`src/rtl/oale_pkg.sv`:
```
package oale_pkg;

  localparam int CAPACITY = 64;
  localparam int IDX_W    = $clog2(CAPACITY);
  localparam int CNT_W    = $clog2(CAPACITY + 1);
  localparam int DATA_W   = 32;
  localparam int ACT_W    = 3;
  localparam int POS_W    = 7;
  localparam int STAT_W   = 2;

  // Operation codes carried in the input transfer.
  localparam logic [ACT_W-1:0] ACT_CLEAR   = 3'd0;
  localparam logic [ACT_W-1:0] ACT_INSERT  = 3'd1;
  localparam logic [ACT_W-1:0] ACT_DELETE  = 3'd2;
  localparam logic [ACT_W-1:0] ACT_SEARCH  = 3'd3;
  localparam logic [ACT_W-1:0] ACT_DEDUP   = 3'd4;
  localparam logic [ACT_W-1:0] ACT_DISPLAY = 3'd5;

  // Result status codes.
  localparam logic [STAT_W-1:0] STAT_OK       = 2'd0;
  localparam logic [STAT_W-1:0] STAT_INVALID  = 2'd1;
  localparam logic [STAT_W-1:0] STAT_EMPTY    = 2'd2;
  localparam logic [STAT_W-1:0] STAT_NOTFOUND = 2'd3;

  typedef enum logic [2:0] {
    CELL_HOLD,
    CELL_ROTATE,
    CELL_DROP,
    CELL_INSERT,
    CELL_DELETE,
    CELL_CLRFLAG
  } cell_op_t;

  // Command broadcast to every cell of the row.
  typedef struct packed {
    cell_op_t            op;
    logic [POS_W-1:0]    pos;
    logic [DATA_W-1:0]   value;
    logic [IDX_W-1:0]    wrap;
    logic                mark;
  } cell_cmd_t;

  typedef enum logic [2:0] {
    S_IDLE,
    S_EMIT,
    S_SCAN,
    S_MARK,
    S_PACK
  } state_t;

endpackage

```
`src/rtl/oale_cell.sv`:
```
module oale_cell import oale_pkg::*; (
  input  logic              clk,
  input  logic [IDX_W-1:0]  index,
  input  cell_cmd_t         cmd,
  input  logic [DATA_W-1:0] left_value,
  input  logic              left_flag,
  input  logic [DATA_W-1:0] right_value,
  input  logic              right_flag,
  input  logic [DATA_W-1:0] head_value,
  input  logic              head_flag,
  output logic [DATA_W-1:0] value,
  output logic              flag
);

  logic [DATA_W-1:0] value_next;
  logic              flag_next;
  logic [POS_W-1:0]  index_ext;

  assign index_ext = POS_W'(index);

  always_comb begin
    value_next = value;
    flag_next  = flag;
    unique case (cmd.op)
      CELL_HOLD: begin
      end
      CELL_ROTATE: begin
        // The ring closes at the last occupied cell, which takes the head.
        if (index == cmd.wrap) begin
          value_next = head_value;
          flag_next  = head_flag | cmd.mark;
        end else if (index < cmd.wrap) begin
          value_next = right_value;
          flag_next  = right_flag;
        end
      end
      CELL_DROP: begin
        value_next = right_value;
        flag_next  = right_flag;
      end
      CELL_INSERT: begin
        if (index_ext > cmd.pos) begin
          value_next = left_value;
          flag_next  = left_flag;
        end else if (index_ext == cmd.pos) begin
          value_next = cmd.value;
          flag_next  = 1'b0;
        end
      end
      CELL_DELETE: begin
        if (index_ext >= cmd.pos) begin
          value_next = right_value;
          flag_next  = right_flag;
        end
      end
      CELL_CLRFLAG: begin
        flag_next = 1'b0;
      end
      default: begin
      end
    endcase
  end

  always_ff @(posedge clk) begin
    value <= value_next;
    flag  <= flag_next;
  end

endmodule

```
`config.mk`:
```
export PLATFORM = sky130hd
export DESIGN_NAME = oale_cell
export DESIGN_NICKNAME = d
export VERILOG_FILES = /design/src/rtl/oale_pkg.sv /design/src/rtl/oale_cell.sv
export SDC_FILE = /design/constraint.sdc
export NUM_CORES = 1
export LEC_CHECK = 0
export BUFFER_PORTS_ARGS = -buffer_cell sky130_fd_sc_hd__clkbuf_2
export CELL_PAD_IN_SITES_DETAIL_PLACEMENT = 0
export CELL_PAD_IN_SITES_GLOBAL_PLACEMENT = 2
export CORE_MARGIN = 5
export CORE_UTILIZATION = 28
export CTS_CLUSTER_DIAMETER = 60
export CTS_CLUSTER_SIZE = 12
export DETAILED_ROUTE_END_ITERATION = 16
export PLACE_DENSITY = 0.95
export SYNTH_ARGS = -nofsm -noshare
export SYNTH_HDL_FRONTEND = slang
export SYNTH_SLANG_ARGS = --single-unit
```
`constraint.sdc`:
```
create_clock -name clk -period 11.1 [get_ports clk]
set_clock_uncertainty 0.15 [all_clocks]
set_input_delay 0.555 -clock clk [delete_from_list [all_inputs] [get_ports clk]]
set_output_delay 0.555 -clock clk [all_outputs]
set_load 0.005 [all_outputs]
```
==> reports/results.txt, run 1 <==
Crit path to: value[22]$_DFFE_PP_
Core Rows: 44
HPWL after detailed placement: 12200 um
WP data required: 10.91 ns
Static Leak: 2.11 nW
Nets: 864
CP Data Arrival Time: 3.91 ns
WP depth: 8
Worst-margin pin slew: 1.12 ns
Count of different cell masters after synthesis: 42
Ports: 188
Final hold vios: 0
Pre-Repair DR Iteration Count: 5
Avg Inst Size Synth: 7.58 um2
Initial DRC count: 443
Crit start category: primary input
Hold Buf Count CTS: 0
Commonest non-fill, non-tap cell in the layout: clkbuf_2
Dpl cell area: 5200 um2
Total Power: 0.484 mW
Crit. Startpoint: cmd[4]
Register area share after synthesis: 23.6%
CP max stage delay: 1.09 ns
Number of diodes: 0
Hold Path Class: in2reg
Maximum buffer depth of the clock tree: 2
Cell family with most CP delay: simple AND/OR/NAND/NOR gates
Htree depth: 2
Worst setup margin: 7.00 ns
Flops & latches, synth: 33
Pwr/cell area: 90.7 nW/um2
# DRC: 0
Global-route wire length before repair: 28400 um
Area growth, synth to finish: 27.1%
Rel. slew slack: 25.2%
YS warnings: 0
Mapped cell area: 4200 um2
Post-route worst hold slack: 0.541 ns
TritonCTS clock tree: built
Root buf cell: clkbuf_16
Number of antenna violations at the first check in global routing: 0
Most used DFF post-synth: edfxtp_1
Gr ovfl total: 0
Die Footprint: 17500 um2
Total Routed Length: 18200 um
CTS resizes: 0
Design Area, Final: 5340 um2
Status: completed
Max-cap violations: 0
Pin count of the biggest net entering global routing: 42
Crit share post-route: 37.0%
Via density: 5.81
Die width: 132 um
Clock-pin slew on the worst setup and hold paths: 0.05 ns
Post-CTS setup repair buffer count: 0
Gpl congestion: 0.796
Crit Path Class: in2reg
Final Max Slew Viols: 0
Crit path capture type: flip-flop
Commonest cells after routing, fill and taps aside: clkbuf_2 (187), nand2_1 (104), a21oi_1 (38)
Core Region: 14600 um2
Ys async rst share: 0%
Unrepaired setup endpoints after global routing: no
Die Y: 132 um
Crit path time final: 4.10 ns
Cell count after synthesis: 554
Worst path cell trace: clkbuf_2 > inv_1 > ha_1 > nand4_2 > nor2_4 > o21ai_0 > o311ai_2 > buf_4
Place WS: 6.75 ns
Vias in the first global route: 5413
CTS Buf Count: 5
Crit path max fanout: 34
Synth Net Count: 721
Clock Sinks: 33
Worst Path Buf+Inv: 3
Final setup violating endpoints: 0
Fin Setup TNS: 0 ns
Slowest cell on crit path: nor2_4
IO buf count: 187
GRT Resource Usage Total: 19.7%
Routed len/inst: 20.6 um
Initial core utilization: 28.7%
Via Count: 5128
Layout cells sized above 1: 31.1%
Final antenna-violating net count: 0
Post-synth EDFFs: 33
Max IR drop VDD: 0.0492 mV
F_max: 244 MHz
==> final cells by class <==
cell class / instances / area, um2
Clock inverter: 2 / 10.0
Clock buffer: 6 / 129
Timing Repair Buffer: 195 / 996
Inverter: 14 / 52.6
Sequential cell: 33 / 991
Tap cell: 184 / 230
Fill cell: 1561 / 9310
Multi-Input combinational cell: 448 / 2930
==> tightest hold or removal path: cells and delay by family <==
family	cells	cell delay [ns]
compound gates	1	0.11
buf+inv	1	0.10
simple gates	1	0.07
==> registers in the layout (all words and copies together) (netlist names) <==
signal	count
value	32
flag	1
==> report_power, final <==
| group | leakage, nW | switching [mW] | total [mW] | internal, mW |
|---|---|---|---|---|
| Combinational | 1.73 | 0.111 | 0.185 | 0.0740 |
| Clock | 0.0706 | 0.0488 | 0.131 | 0.0823 |
| Sequential | 0.306 | 0.00872 | 0.168 | 0.159 |
| Total | 2.11 | 0.168 | 0.484 | 0.316 |
==> cell families after synthesis <==
logic type      count (synthesis)  synth area share [%]
compound gates                211                  36.8
fa+ha+maj                      12                  3.58
buf+inv                        73                  7.84
flops                          33                  23.6
mux                            32                  7.63
simple gates                  193                  20.6
==> worst min-delay path by stage <==
stage	cells past startpoint	start	slack [ns]	end
2_1_floorplan	2	right_flag	0.64	flag$_DFFE_PP_
3_3_place_gp	3	right_flag	0.79	flag$_DFFE_PP_
3_5_place_dp	3	right_flag	0.82	flag$_DFFE_PP_
4_1_cts	3	right_flag	0.54	flag$_DFFE_PP_
5_1_grt	3	right_flag	0.55	flag$_DFFE_PP_
6_report	3	right_flag	0.54	flag$_DFFE_PP_
==> Yosys cell counts, drive strengths merged (10+ instances only) <==
| cell type | number | area (um2) |
|---|---|---|
| nand2 | 104 | 390 |
| a21oi | 40 | 215 |
| o21ai | 36 | 180 |
| clkbuf | 34 | 128 |
| nor3 | 34 | 170 |
| a211oi | 33 | 248 |
| edfxtp | 33 | 991 |
| nand3 | 33 | 165 |
| mux2i | 32 | 320 |
| a32o | 31 | 310 |
| o21a | 31 | 233 |
| o2bb2ai | 31 | 272 |
| buf | 25 | 149 |
| inv | 14 | 52.6 |
| ha | 12 | 150 |
| nor2 | 10 | 47.6 |
==> per-stage QoR <==
stage / instances / utilization, %
after CTS: 882 / 36.4
after detailed placement: 874 / 35.5
after floorplan: 554 / -
final: 882 / 36.4
after global routing: 882 / 36.4
after global placement: 874 / 35.5
==> routing by layer <==
metal  part of all wire (%)  wire, um  GRT usage (%)
met2                     48      8750           34.3
met5                      0         0              0
met4                    1.7       316           6.99
met1                     42      7600           24.6
met3                    8.2      1490           3.08
No activity file was read; power rests on OpenSTA's default activity.
==> run 2: changes to the inputs <==
Settings changed: CORE_UTILIZATION 28 to 26, PLACE_DENSITY 0.95 to 0.9.
Clock period 11.1 ns to 3.8 ns, I/O delays scaled along.
==> run 2 against run 1 <==
  * Routed wire length shrank 7.0%
  * Combinational power grew to 2.9 times the previous value
  * Count of clock-buffer cells in the layout shrank 1
  * Largest cell class unchanged
  * Largest power group unchanged
  * Worst setup slack lost 6.0 ns
  * Via count shrank 5.6%
  * Die area grew 7.1%
  * Total power grew to 3.0 times the previous value
  * Clock power grew to 3.1 times the previous value
==> reports/results.txt, run 2 (synthesis results as in run 1) <==
Status: completed (unchanged)
Fin Setup TNS: 0 ns (unchanged)
Layout cells sized above 1: 32.2% (was 31.1%)
Hold Buf Count CTS: 0 (unchanged)
Pwr/cell area: 262 nW/um2 (was 90.7 nW/um2)
F_max: 355 MHz
Initial core utilization: 26.4% (was 28.7%)
Max IR drop VDD: 0.165 mV (was 0.0492 mV)
Crit start category: primary input (unchanged)
Clock-pin slew on the worst setup and hold paths: 0.06 ns (was 0.05 ns)
Via Count: 4843 (was 5128)
Nets: 872 (was 864)
Static Leak: 2.15 nW (was 2.11 nW)
Fin cells: 922 (was 882)
Max reg flops: 32 (unchanged)
Final setup violating endpoints: 0 (unchanged)
Crit path time final: 2.82 ns
Biggest regs: value x32, flag x1 (unchanged)
Worst setup margin: 0.984 ns (was 7.00 ns)
CTS resizes: 0 (unchanged)
Root buf cell: clkbuf_16 (unchanged)
Core Region: 15900 um2 (was 14600 um2)
Dpl cells: 914 (was 874)
Unrepaired setup endpoints after global routing: no (unchanged)
IO buf count: 187 (unchanged)
HPWL after detailed placement: 12500 um (was 12200 um)
CP Data Arrival Time: 2.63 ns (was 3.91 ns)
Total Routed Length: 16900 um (was 18200 um)
Initial DRC count: 354 (was 443)
Core Rows: 46 (was 44)
TritonCTS clock tree: built (unchanged)
Max-cap violations: 0 (unchanged)
Final hold vios: 0 (unchanged)
Die width: 137 um (was 132 um)
Crit path max fanout: 17 (was 34)
Crit path capture type: flip-flop (unchanged)
HP Start: left_flag (was right_flag)
Gr ovfl total: 0 (unchanged)
Die Footprint: 18800 um2 (was 17500 um2)
Global-route wire length before repair: 26100 um (was 28400 um)
Pre-Repair DR Iteration Count: 5 (unchanged)
Crit share post-route: 74.1%
Die Y: 137 um (was 132 um)
Design Area, Final: 5450 um2 (was 5340 um2)
Most flop-heavy register: value (unchanged)
Area growth, synth to finish: 29.9% (was 27.1%)
Hold path depth: 3 (unchanged)
Commonest cells after routing, fill and taps aside: clkbuf_2 (187), nand2_1 (104), a21oi_1 (38) (unchanged)
Final Max Slew Viols: 0 (unchanged)
Worst-margin pin slew: 0.946 ns (was 1.12 ns)
Via density: 5.25 (was 5.81)
Ports: 188 (unchanged)
Commonest non-fill, non-tap cell in the layout: clkbuf_2 (unchanged)
Routed len/inst: 18.3 um (was 20.6 um)
Vias in the first global route: 4900 (was 5413)
Dpl cell area: 5310 um2 (was 5200 um2)
WP data required: 3.61 ns (was 10.91 ns)
CTS Buf Count: 5 (unchanged)
Final core occ: 34.3% (was 36.4%)
Number of antenna violations at the first check in global routing: 0 (unchanged)
Hold endpoint: flag$_DFFE_PP_ (unchanged)
Pin count of the biggest net entering global routing: 36 (was 42)
Crit Path Class: in2reg (unchanged)
Hold Path Class: in2reg (unchanged)
Clock Sinks: 33 (unchanged)
Rel. slew slack: 36.8% (was 25.2%)
Final antenna-violating net count: 0 (unchanged)
GRT Resource Usage Total: 17.5% (was 19.7%)
Gpl congestion: 0.741 (was 0.796)
Place WS: 0.645 ns (was 6.75 ns)
Htree depth: 2 (unchanged)
# DRC: 0 (unchanged)
Post-CTS setup repair buffer count: 0 (unchanged)
Maximum buffer depth of the clock tree: 2 (unchanged)
Number of diodes: 0 (unchanged)
[run 2: cell types whose count changed in the layout (fill, tap and decap cells not counted), sizes merged]
cell and delta:
buf +8, clkbuf -1, clkinvlp +1
[run 2: per-layer routing]
layer  GRT usage (%)  part of all wire (%)
met1            23.2                    45
met2            30.0                    47
met3            2.68                   6.6
met4            3.49                   1.0
met5               0                     0
[run 2: cell type report]
class	instances	area [um2]
Clock buffer	5	125
Tap cell	216	270
Sequential cell	33	991
Inverter	14	52.6
Multi-Input combinational cell	448	2940
Clock inverter	3	17.5
Timing Repair Buffer	203	1060
Fill cell	1755	10400
[run 2: worst max path at each step]
stage             start             endpoint  slack [ns]  cells after the start
2_1_floorplan    cmd[4]   value[0]$_DFFE_PP_        0.62                      8
3_3_place_gp   index[5]   value[4]$_DFFE_PP_        0.75                      9
3_5_place_dp   index[3]  value[11]$_DFFE_PP_        0.65                      9
4_1_cts        index[3]  value[10]$_DFFE_PP_        0.94                      9
5_1_grt        index[3]  value[12]$_DFFE_PP_        0.80                      9
6_report       index[3]  value[13]$_DFFE_PP_        0.98                      9
[run 2: power by group]
group	internal (mW)	leakage, nW	switching, mW	total (mW)
Combinational	0.222	1.78	0.318	0.540
Sequential	0.464	0.306	0.0182	0.482
Clock	0.241	0.0696	0.166	0.406
Total	0.927	2.15	0.502	1.43
[run 2: critical path, stage by stage]
cell and delay [ns]:
clkbuf_2 0.10, ha_1 0.31, nand4_2 0.11, buf_4 0.25, a21oi_1 0.07, nor3_1 0.16
o21ai_0 0.19, o311ai_4 0.82, buf_4 0.42
[run 2: stage by stage]
step           hold WS [ns]  power (mW)
2_1_floorplan         0.279       0.784
3_3_place_gp          0.413        1.03
3_5_place_dp          0.430        1.03
4_1_cts               0.129        1.45
5_1_grt               0.137        1.51
6_report              0.138        1.43
