==> src/rtl/oale_pkg.sv <==
package oale_pkg;

  localparam int CAPACITY = 64;
  localparam int IDX_W    = $clog2(CAPACITY);
  localparam int CNT_W    = $clog2(CAPACITY + 1);
  localparam int DATA_W   = 32;
  localparam int ACT_W    = 3;
  localparam int POS_W    = 7;
  localparam int STAT_W   = 2;

  // Operation codes carried in the input transfer.
  localparam logic [ACT_W-1:0] ACT_CLEAR   = 3'd0;
  localparam logic [ACT_W-1:0] ACT_INSERT  = 3'd1;
  localparam logic [ACT_W-1:0] ACT_DELETE  = 3'd2;
  localparam logic [ACT_W-1:0] ACT_SEARCH  = 3'd3;
  localparam logic [ACT_W-1:0] ACT_DEDUP   = 3'd4;
  localparam logic [ACT_W-1:0] ACT_DISPLAY = 3'd5;

  // Result status codes.
  localparam logic [STAT_W-1:0] STAT_OK       = 2'd0;
  localparam logic [STAT_W-1:0] STAT_INVALID  = 2'd1;
  localparam logic [STAT_W-1:0] STAT_EMPTY    = 2'd2;
  localparam logic [STAT_W-1:0] STAT_NOTFOUND = 2'd3;

  typedef enum logic [2:0] {
    CELL_HOLD,
    CELL_ROTATE,
    CELL_DROP,
    CELL_INSERT,
    CELL_DELETE,
    CELL_CLRFLAG
  } cell_op_t;

  // Command broadcast to every cell of the row.
  typedef struct packed {
    cell_op_t            op;
    logic [POS_W-1:0]    pos;
    logic [DATA_W-1:0]   value;
    logic [IDX_W-1:0]    wrap;
    logic                mark;
  } cell_cmd_t;

  typedef enum logic [2:0] {
    S_IDLE,
    S_EMIT,
    S_SCAN,
    S_MARK,
    S_PACK
  } state_t;

endpackage

==> src/rtl/oale_ctrl.sv <==
module oale_ctrl import oale_pkg::*; (
  input  logic              clk,
  input  logic              rst,
  input  logic              s_tvalid,
  output logic              s_tready,
  input  logic [47:0]       s_tdata,
  output logic              m_tvalid,
  input  logic              m_tready,
  output logic [47:0]       m_tdata,
  output logic              m_tlast,
  input  logic [DATA_W-1:0] head_value,
  input  logic              head_flag,
  output cell_cmd_t         cmd
);

  state_t state, state_next;

  logic [ACT_W-1:0]  in_action;
  logic [POS_W-1:0]  in_position;
  logic [DATA_W-1:0] in_value;

  logic [CNT_W-1:0]  count;
  logic [CNT_W-1:0]  n;
  logic [IDX_W-1:0]  k;
  logic [IDX_W-1:0]  i;
  logic [ACT_W-1:0]  act_q;
  logic [DATA_W-1:0] key;
  logic              key_valid;
  logic              found;
  logic [IDX_W-1:0]  found_idx;
  logic [STAT_W-1:0] res_status;

  logic [STAT_W-1:0] out_status;
  logic [IDX_W-1:0]  out_index;
  logic [DATA_W-1:0] out_value;
  logic [CNT_W-1:0]  out_count;
  logic              out_last;

  logic [STAT_W-1:0] load_status;
  logic [IDX_W-1:0]  load_index;
  logic [DATA_W-1:0] load_value;
  logic              load_last;
  logic              load_out;

  logic out_free;
  logic step_en;
  logic k_last;
  logic i_last;
  logic ins_ok;
  logic del_ok;
  logic accept;

  assign in_action   = s_tdata[2:0];
  assign in_position = s_tdata[9:3];
  assign in_value    = s_tdata[41:10];

  assign out_free = !m_tvalid || m_tready;
  assign accept   = s_tvalid && s_tready;
  assign k_last   = (CNT_W'(k) == n - CNT_W'(1));
  assign i_last   = (CNT_W'(i) == n - CNT_W'(1));
  assign ins_ok   = (in_position <= POS_W'(count)) && (count < CNT_W'(CAPACITY));
  assign del_ok   = (in_position < POS_W'(count));

  always_comb begin
    state_next = state;
    unique case (state)
      S_IDLE: begin
        if (s_tvalid) begin
          unique case (in_action) inside
            ACT_SEARCH, ACT_DISPLAY: state_next = (count == '0) ? S_EMIT : S_SCAN;
            ACT_DEDUP:               state_next = (count == '0) ? S_EMIT : S_MARK;
            default:                 state_next = S_EMIT;
          endcase
        end
      end
      S_SCAN: begin
        if (step_en && k_last) begin
          state_next = (act_q == ACT_SEARCH) ? S_EMIT : S_IDLE;
        end
      end
      S_MARK: begin
        if (k_last && i_last) begin
          state_next = S_PACK;
        end
      end
      S_PACK: begin
        if (k_last) begin
          state_next = S_EMIT;
        end
      end
      S_EMIT: begin
        if (out_free) begin
          state_next = S_IDLE;
        end
      end
      default: state_next = S_IDLE;
    endcase
  end

  always_comb begin
    cmd.op      = CELL_HOLD;
    cmd.pos     = in_position;
    cmd.value   = in_value;
    cmd.wrap    = IDX_W'(count - CNT_W'(1));
    cmd.mark    = 1'b0;
    s_tready    = 1'b0;
    step_en     = 1'b0;
    load_out    = 1'b0;
    load_status = res_status;
    load_index  = '0;
    load_value  = '0;
    load_last   = 1'b1;
    unique case (state)
      S_IDLE: begin
        s_tready = 1'b1;
        if (s_tvalid) begin
          unique case (in_action)
            ACT_INSERT: if (ins_ok) cmd.op = CELL_INSERT;
            ACT_DELETE: if (del_ok) cmd.op = CELL_DELETE;
            ACT_DEDUP:  if (count != '0) cmd.op = CELL_CLRFLAG;
            default: begin
            end
          endcase
        end
      end
      S_SCAN: begin
        // A display step waits for room in the output register.
        step_en = (act_q == ACT_DISPLAY) ? out_free : 1'b1;
        if (step_en) begin
          cmd.op = CELL_ROTATE;
        end
        if (act_q == ACT_DISPLAY) begin
          load_out    = step_en;
          load_status = STAT_OK;
          load_index  = k;
          load_value  = head_value;
          load_last   = k_last;
        end
      end
      S_MARK: begin
        cmd.op   = CELL_ROTATE;
        cmd.mark = key_valid && (k > i) && (head_value == key);
      end
      S_PACK: begin
        cmd.op = head_flag ? CELL_DROP : CELL_ROTATE;
      end
      S_EMIT: begin
        load_out   = out_free;
        load_index = found ? found_idx : '0;
        load_value = found ? key : '0;
      end
      default: begin
      end
    endcase
  end

  always_ff @(posedge clk) begin
    if (rst) begin
      state    <= S_IDLE;
      count    <= '0;
      m_tvalid <= 1'b0;
    end else begin
      state <= state_next;
      if (load_out) begin
        m_tvalid <= 1'b1;
      end else if (m_tready) begin
        m_tvalid <= 1'b0;
      end
      if (accept) begin
        unique case (in_action)
          ACT_CLEAR:  count <= '0;
          ACT_INSERT: if (ins_ok) count <= count + CNT_W'(1);
          ACT_DELETE: if (del_ok) count <= count - CNT_W'(1);
          default: begin
          end
        endcase
      end else if (state == S_PACK && head_flag) begin
        count <= count - CNT_W'(1);
      end
    end
  end

  always_ff @(posedge clk) begin
    if (load_out) begin
      out_status <= load_status;
      out_index  <= load_index;
      out_value  <= load_value;
      out_count  <= count;
      out_last   <= load_last;
    end
    unique case (state)
      S_IDLE: begin
        if (accept) begin
          act_q     <= in_action;
          n         <= count;
          k         <= '0;
          i         <= '0;
          key       <= in_value;
          key_valid <= 1'b0;
          found     <= 1'b0;
          unique case (in_action)
            ACT_CLEAR:   res_status <= STAT_OK;
            ACT_INSERT:  res_status <= ins_ok ? STAT_OK : STAT_INVALID;
            ACT_DELETE:  res_status <= del_ok ? STAT_OK : STAT_INVALID;
            ACT_SEARCH:  res_status <= STAT_NOTFOUND;
            ACT_DEDUP:   res_status <= (count == '0) ? STAT_EMPTY : STAT_OK;
            ACT_DISPLAY: res_status <= STAT_EMPTY;
            default:     res_status <= STAT_INVALID;
          endcase
        end
      end
      S_SCAN: begin
        if (step_en) begin
          k <= k + IDX_W'(1);
          if (act_q == ACT_SEARCH && !found && head_value == key) begin
            found      <= 1'b1;
            found_idx  <= k;
            res_status <= STAT_OK;
          end
        end
      end
      S_MARK: begin
        // Entry i becomes the key of this pass unless an earlier pass marked it.
        if (k == i) begin
          key       <= head_value;
          key_valid <= !head_flag;
        end
        if (k_last) begin
          k <= '0;
          i <= i + IDX_W'(1);
        end else begin
          k <= k + IDX_W'(1);
        end
      end
      S_PACK: begin
        k <= k + IDX_W'(1);
      end
      default: begin
      end
    endcase
  end

  assign m_tdata = {1'b0, out_count, out_value, out_index, out_status};
  assign m_tlast = out_last;

endmodule

==> config.mk <==
export PLATFORM = sky130hd
export DESIGN_NAME = oale_ctrl
export DESIGN_NICKNAME = d
export VERILOG_FILES = /design/src/rtl/oale_pkg.sv /design/src/rtl/oale_ctrl.sv
export SDC_FILE = /design/constraint.sdc
export NUM_CORES = 1
export LEC_CHECK = 0
export BUFFER_PORTS_ARGS = -buffer_cell sky130_fd_sc_hd__buf_2
export CELL_PAD_IN_SITES_DETAIL_PLACEMENT = 1
export CELL_PAD_IN_SITES_GLOBAL_PLACEMENT = 2
export CORE_MARGIN = 2
export CORE_UTILIZATION = 36
export DETAILED_ROUTE_END_ITERATION = 8
export PLACE_DENSITY = 0.83
export SYNTH_ARGS = -nofsm -noshare
export SYNTH_HDL_FRONTEND = slang
export SYNTH_SLANG_ARGS = --single-unit
==> constraint.sdc <==
create_clock -name clk -period 7.9 [get_ports clk]
set_input_delay 0.79 -clock clk [delete_from_list [all_inputs] [get_ports clk]]
set_output_delay 0.79 -clock clk [all_outputs]
set_load 0.05 [all_outputs]
==> impl_metrics.csv, run 1 <==
group,metric,value,unit
outcome,status,"finished clean",
clock_tree,clk_pin_slew_worst_paths,60,ps
yosys,synthArstFlopShare,0,
setup_path,worstSetupPathDepth,9,
power_and_ir_drop,comb_power_share,0.420,
setup_path,crit_buf_inv,2,
yosys,yosys_warnings,0,
setup_path,endpoint,"cmd[48]",
clock_tree,cts_tree,"built",
setup_path,timing.rr.start,"count[1]$_SDFFE_PP0P_",
final_layout,mostFrequentLayoutCells,"buf_2, nand2_1, edfxtp_1",
timing,rsz0062_at_grt,"no",
yosys,synthFlopType,"edfxtp_1",
die,die-area,20100,um2
yosys,syn_inst,642,
yosys,yosysTopAreaCellShare,0.493,
power_and_ir_drop,p_per_area,399,nW/um2
setup_path,r2r_end,"count[6]$_SDFFE_PP0P_",
routing,routedWlPerCell,18.3,um
timing,drv_slew,0,
setup_path,crit_chain,"inv_1 -> ha_1 -> nor2b_1 -> o21ai_0 -> a21oi_1 -> nor3_1 -> a22oi_1 -> nor3_1 -> buf_2",
setup_path,startpoint,"count[1]$_SDFFE_PP0P_",
timing,tightest_slew,1150,ps
timing,finalSetupViolCount,0,
power_and_ir_drop,pwr-share-clk,0.226,
timing,layout_min_cycle_time,3670,ps
clock_tree,cts.sinks,123,
final_layout,synthToLayoutAreaGrowth,19.9,%
global_routing,grt_pass1_vias,5514,
yosys,yosys-top-cells-area,"edfxtp_1, xnor2_1, nand2_1, a22o_1, buf_4",
global_routing,grt_max_degree,40,
routing,vias,5298,
final_layout,drive_gt1_frac,0.288,
final_layout,finalNonFillerCells,1020,
power_and_ir_drop,p_sw_frac,0.437,
global_routing,grt_use_total,0.188,
power_and_ir_drop,p_sw,1.43,mW
setup_path,worst_path_max_delay_cell,"dfxtp_1",
power_and_ir_drop,p_int,1.84,mW
hold_path,hp-class,"flop to flop",
final_layout,finalNetCount,877,
timing,finalHoldViolations,0,
yosys,syn_nets,746,
power_and_ir_drop,pwr-share-seq,0.355,
die,die_x,142,um
timing,fin_setup_tns,0,ps
yosys,syn_area,6820,um2
final_layout,diodes,0,
power_and_ir_drop,design_power_total,3.26,mW
placed_design,placed_cells,988,
global_routing,grt_antenna_before_repair,0,
routing,routed_wl,18700,um
clock_tree,postCtsSetupBuffers,0,
setup_path,end_kind,"primary output",
timing,fmax,272,MHz
routing,postRouteAntennaNets,0,
job,cap_violations,0,
yosys,yosys.area.top_type,"edfxtp_1",
yosys,synth.distinct_cells,63,
timing,maxSlewHeadroom,0.231,
placed_design,globalplace.congestion,0.820,
global_routing,grt_remaining_overflow,0,
die,io_pins,185,
clock_tree,cts_resized,0,
final_layout,design_area,8180,um2
timing,finalCritPeriodShare,0.465,
clock_tree,cts_buffers,17,
placed_design,io_buffers,177,
hold_path,hold_start,"res_status[0]$_SDFFCE_PP0P_",
die,row_count,50,
yosys,synth_edf_count,112,
setup_path,startpoint_type,"flop",
clock_tree,clock_path_buffers,2,
clock_tree,clockRootBuffer,"clkbuf_16",
global_routing,grt_pass1_wl,29300,um
timing,fin_worst_skew,10.8,ps
setup_path,critPathMaxFanout,10,
clock_tree,hold_buffers,0,
die,die_h,142,um
setup_path,crit_top_cell,"nor3_1",
setup_path,path_class,"flop to primary output",
setup_path,reg2regPathDepth,9,
die,coreArea,18600,um2
yosys,avgSynthCellArea,10.6,um2
routing,via_per_inst,5.19,
final_layout,layout_commonest_cell,"buf_2",
final_layout,fillCellCount,2105,
setup_path,critical_path.max_stage_delay,550,ps
placed_design,place_area,7620,um2
setup_path,crit_arrival,2880,ps
setup_path,rrSetupSlack,4910,ps
die,start_util,0.366,
yosys,synth-seq-cells,123,
routing,dr.pass1.iters,4,
placed_design,dpl.hpwl,13700,um
power_and_ir_drop,peakVddDrop,0.000295,V
yosys,ys_seq_area_frac,0.525,
routing,drtIter0Drc,227,
clock_tree,ctsHtreeMaxLevel,4,
setup_path,cp_top_family,"simple AND/OR/NAND/NOR gates",
clock_tree,clk_latency,420,ps
power_and_ir_drop,leakage,3.30,nW
setup_path,required,7110,ps
routing,drc,0,
## flip-flops by register name (all words and copies together), names as in the netlist, 2 cells and up
register,flops
i,6
act_q,3
key,32
out_status,2
found_idx,6
count,7
state,3
res_status,2
out_index,6
out_count,7
k,6
out_value,32
n,7
## synth_stat cells (all sizes together) (2+ instances only)
cell type / instances
a21o: 4
a21oi: 19
a22o: 38
a22oi: 3
a311oi: 2
a31oi: 2
and2: 6
and3: 5
buf: 48
clkbuf: 21
dfxtp: 11
edfxtp: 112
ha: 19
inv: 25
nand2: 114
nand2b: 3
nand3: 16
nand4: 14
nand4b: 2
nor2: 25
nor2b: 10
nor3: 12
nor3b: 2
nor4: 3
o211ai: 3
o21ai: 22
o221ai: 2
o22ai: 3
o31ai: 7
or2: 3
or2b: 2
or3: 4
or4: 4
xnor2: 51
xor2: 8
## kinds of logic after synthesis
logic type / after synthesis / synth area share
xor gates and xnor gates: 59 / 0.0757
DFF: 123 / 0.525
muxes: 1 / 0.00147
adders and majority gates: 20 / 0.0363
AOI/OAI and AO/OA: 115 / 0.121
buffers and inverters: 94 / 0.0781
and+or+nand+nor: 229 / 0.162
other: 1 / 0.000550
## power by group through the flow
stage                     clock network, mW  registers [mW]  logic [mW]
after floorplan                           0            1.42       0.774
after global placement                    0            1.16        1.34
after detailed placement                  0            1.17        1.37
after CTS                             0.750            1.16        1.38
after global routing                  0.779            1.19        1.48
final                                 0.737            1.16        1.37
## per-stage QoR
step | setup slack (ps) | utilization | hold slack (ps)
final | 4230 | 0.439 | 526
after CTS | 4180 | 0.439 | 531
after detailed placement | 4430 | 0.409 | 517
after global placement | 4420 | 0.409 | 509
after floorplan | 3960 | - | 424
after global routing | 3990 | 0.439 | 548
## layout make-up
| class | count | area (um2) | share of cell area |
|---|---|---|---|
| multi-input combinational | 425 | 2730 | 0.334 |
| clock buffer | 21 | 470 | 0.0575 |
| tap | 234 | 293 | 0.0358 |
| clock inverter | 11 | 95.1 | 0.0116 |
| inverter | 25 | 93.8 | 0.0115 |
| timing repair buffer | 181 | 916 | 0.112 |
| sequential | 123 | 3580 | 0.438 |
## worst min-delay path by stage
| stage | end | cells past startpoint |
|---|---|---|
| floorplan | n[2]$_DFFE_PP_ | 0 |
| global placement | out_status[1]$_DFFE_PP_ | 1 |
| detailed placement | out_status[0]$_DFFE_PP_ | 1 |
| CTS | out_status[0]$_DFFE_PP_ | 1 |
| global route | out_count[6]$_DFFE_PP_ | 0 |
| finish | out_status[0]$_DFFE_PP_ | 1 |
## per-layer routing
layer / up-vias / global-route usage / routed length [um]
met4: 0 / 0.0621 / 295
met5: - / 0 / 0
li1: 2535 / - / -
met3: 27 / 0.0429 / 835
met1: 2585 / 0.231 / 8200
met2: 151 / 0.326 / 9320
(Power assumes the default switching activity.)
==> run 2: changes to the inputs <==
Settings changed: CORE_UTILIZATION 36 to 30, PLACE_DENSITY 0.83 to 0.73.
Clock period 7.9 ns to 3.05 ns, I/O delays scaled along.
==> run 2 against run 1 <==
Net effect: cell area increased by 2.3%; largest cell class unchanged; total power grew to 2.6 times the previous value; critical path type unchanged; combinational power rose to 2.7 times the previous value; largest power group unchanged; die area rose by 19%.
==> impl_metrics.csv, run 2 (synthesis results as in run 1) <==
group,metric,value,unit
job,cap_violations,0,
final_layout,layout_commonest_cell,"buf_2",
clock_tree,cts_tree,"built",
clock_tree,clk_pin_slew_worst_paths,60,ps
timing,tightest_slew,963,ps
outcome,status,"finished clean",
final_layout,synthToLayoutAreaGrowth,22.7,%
routing,routed_wl,20000,um
timing,fin_setup_tns,0,ps
final_layout,fillCellCount,2581,
final_layout,top_regs,"key: 32 flops, out_value: 32 flops",
clock_tree,cts.sinks,123,
routing,drc,0,
placed_design,dpl.hpwl,14900,um
setup_path,path_class,"flop to primary output",
power_and_ir_drop,design_power_total,8.58,mW
clock_tree,ctsHtreeMaxLevel,4,
setup_path,crit_arrival,2700,ps
timing,setup_slack,47.3,ps
global_routing,grt_max_degree,40,
die,io_pins,185,
timing,finalHoldViolations,0,
final_layout,drive_gt1_frac,0.308,
placed_design,io_buffers,177,
clock_tree,clk_latency,420,ps
die,die_h,155,um
hold_path,hp-class,"input pin to flop",
setup_path,rrSetupSlack,270,ps
final_layout,ff_latch_area,3590,um2
final_layout,mostFrequentLayoutCells,"buf_2, nand2_1, edfxtp_1",
power_and_ir_drop,p_per_area,1020,nW/um2
setup_path,critPathMaxFanout,2,
setup_path,required,2740,ps
final_layout,final_util,0.372,
routing,routedWlPerCell,18.4,um
setup_path,critical_path.max_stage_delay,410,ps
timing,rsz0062_at_grt,"no",
timing,maxSlewHeadroom,0.355,
timing,fin_worst_skew,9.69,ps
die,die-area,24000,um2
timing,layout_min_cycle_time,3000,ps
setup_path,startpoint_type,"flop",
die,start_util,0.303,
hold_path,holdPathStages,3,
placed_design,globalplace.congestion,0.862,
global_routing,grt_remaining_overflow,0,
routing,drtIter0Drc,247,
global_routing,grt_pass1_vias,5634,
final_layout,finalNetCount,891,
setup_path,worst_path_max_delay_cell,"edfxtp_1",
global_routing,grt_use_total,0.167,
routing,vias,5403,
clock_tree,clockRootBuffer,"clkbuf_16",
timing,fmax,333,MHz
global_routing,grt_pass1_wl,31100,um
setup_path,r2r_end,"i[5]$_SDFFCE_PN0P_",
global_routing,grt_antenna_before_repair,1,
clock_tree,hold_buffers,0,
final_layout,diodes,0,
die,row_count,55,
power_and_ir_drop,leakage,3.38,nW
routing,dr.pass1.iters,4,
timing,drv_slew,0,
clock_tree,cts_buffers,17,
die,die_x,155,um
clock_tree,clock_path_buffers,2,
routing,via_per_inst,4.98,
die,coreArea,22500,um2
hold_path,hold-path-endpoint,"key[6]$_DFFE_PP_",
placed_design,dp_slack,238,ps
setup_path,reg2regPathDepth,7,
setup_path,end_kind,"primary output",
routing,postRouteAntennaNets,0,
setup_path,crit_chain,"xnor2_1 -> nand4_1 -> nor4_1 -> nand2_1 -> a311oi_1 -> buf_2",
setup_path,timing.rr.start,"n[0]$_DFFE_PP_",
timing,finalSetupViolCount,0,
final_layout,multi_input_area,2740,um2
hold_path,hold_start,"s_tdata[16]",
power_and_ir_drop,peakVddDrop,0.000663,V
timing,finalCritPeriodShare,0.985,
-- run 2: cell types whose count changed in the layout (fill, tap and decap cells not counted), sizes merged --
cell / change
buf: +14
clkinv: +5
clkinvlp: -1
clkbuf: -4
-- run 2: final cells by class --
cell class                 count  share of cell area
clock buffer                  17              0.0508
clock inverter                15              0.0152
inverter                      25              0.0112
multi-input combinational    425               0.328
sequential                   123               0.429
tap                          285              0.0426
timing repair buffer         195               0.124
-- run 2: worst max-delay path by stage --
stage,end,from,depth (start not counted),slack [ps]
floorplan,m_tlast$_SDFFCE_PN1P_,state[1]$_SDFFE_PP0P_,5,60
global placement,count[5]$_SDFFE_PP0P_,count[4]$_SDFFE_PP0P_,8,370
detailed placement,count[4]$_SDFFE_PP0P_,count[5]$_SDFFE_PP0P_,8,240
CTS,cmd[46],count[5]$_SDFFE_PP0P_,9,20
global route,cmd[46],count[5]$_SDFFE_PP0P_,9,2
finish,cmd[0],key[28]$_DFFE_PP_,6,50
-- run 2: stage by stage --
| stage | cells | area (um2) | hold WS [ps] |
|---|---|---|---|
| 2_1_floorplan | 642 | 6830 | 404 |
| 6_report | 1085 | 8370 | 168 |
| 3_5_place_dp | 1052 | 7790 | 516 |
| 4_1_cts | 1085 | 8360 | 154 |
| 3_3_place_gp | 1052 | 7790 | 510 |
| 5_1_grt | 1085 | 8370 | 172 |
-- run 2: repair_timing --
action | 4_1_cts | 5_1_grt
buffers inserted | 1 | 0
gates resized for setup | 3 | 4
setup endpoints to repair | 2 | 7
pin swaps | 1 | 1
-- run 2: power by group --
group	switching [mW]	total [mW]	leakage (nW)	internal (mW)
logic	2.61	3.72	1.95	1.11
registers	0.403	2.96	1.16	2.56
clock network	0.782	1.90	0.262	1.11
total	3.79	8.58	3.38	4.79
-- run 2: per-layer routing --
layer	vias up	global-route usage	part of all wire	wire length, um
li1	2568	-	-	-
met1	2642	0.211	0.45	9020
met2	168	0.288	0.49	9710
met3	23	0.0392	0.049	978
met4	2	0.0463	0.013	266
met5	-	0	0.00065	13
-- run 2: critical path: cells and delay by family, from the launching register on --
kind,cells,cell delay [ps]
buffers and inverters,1,350
AO/OA/AOI/OAI,1,390
flip-flops,1,410
XOR/XNOR,1,330
AND/OR/NAND/NOR,3,800
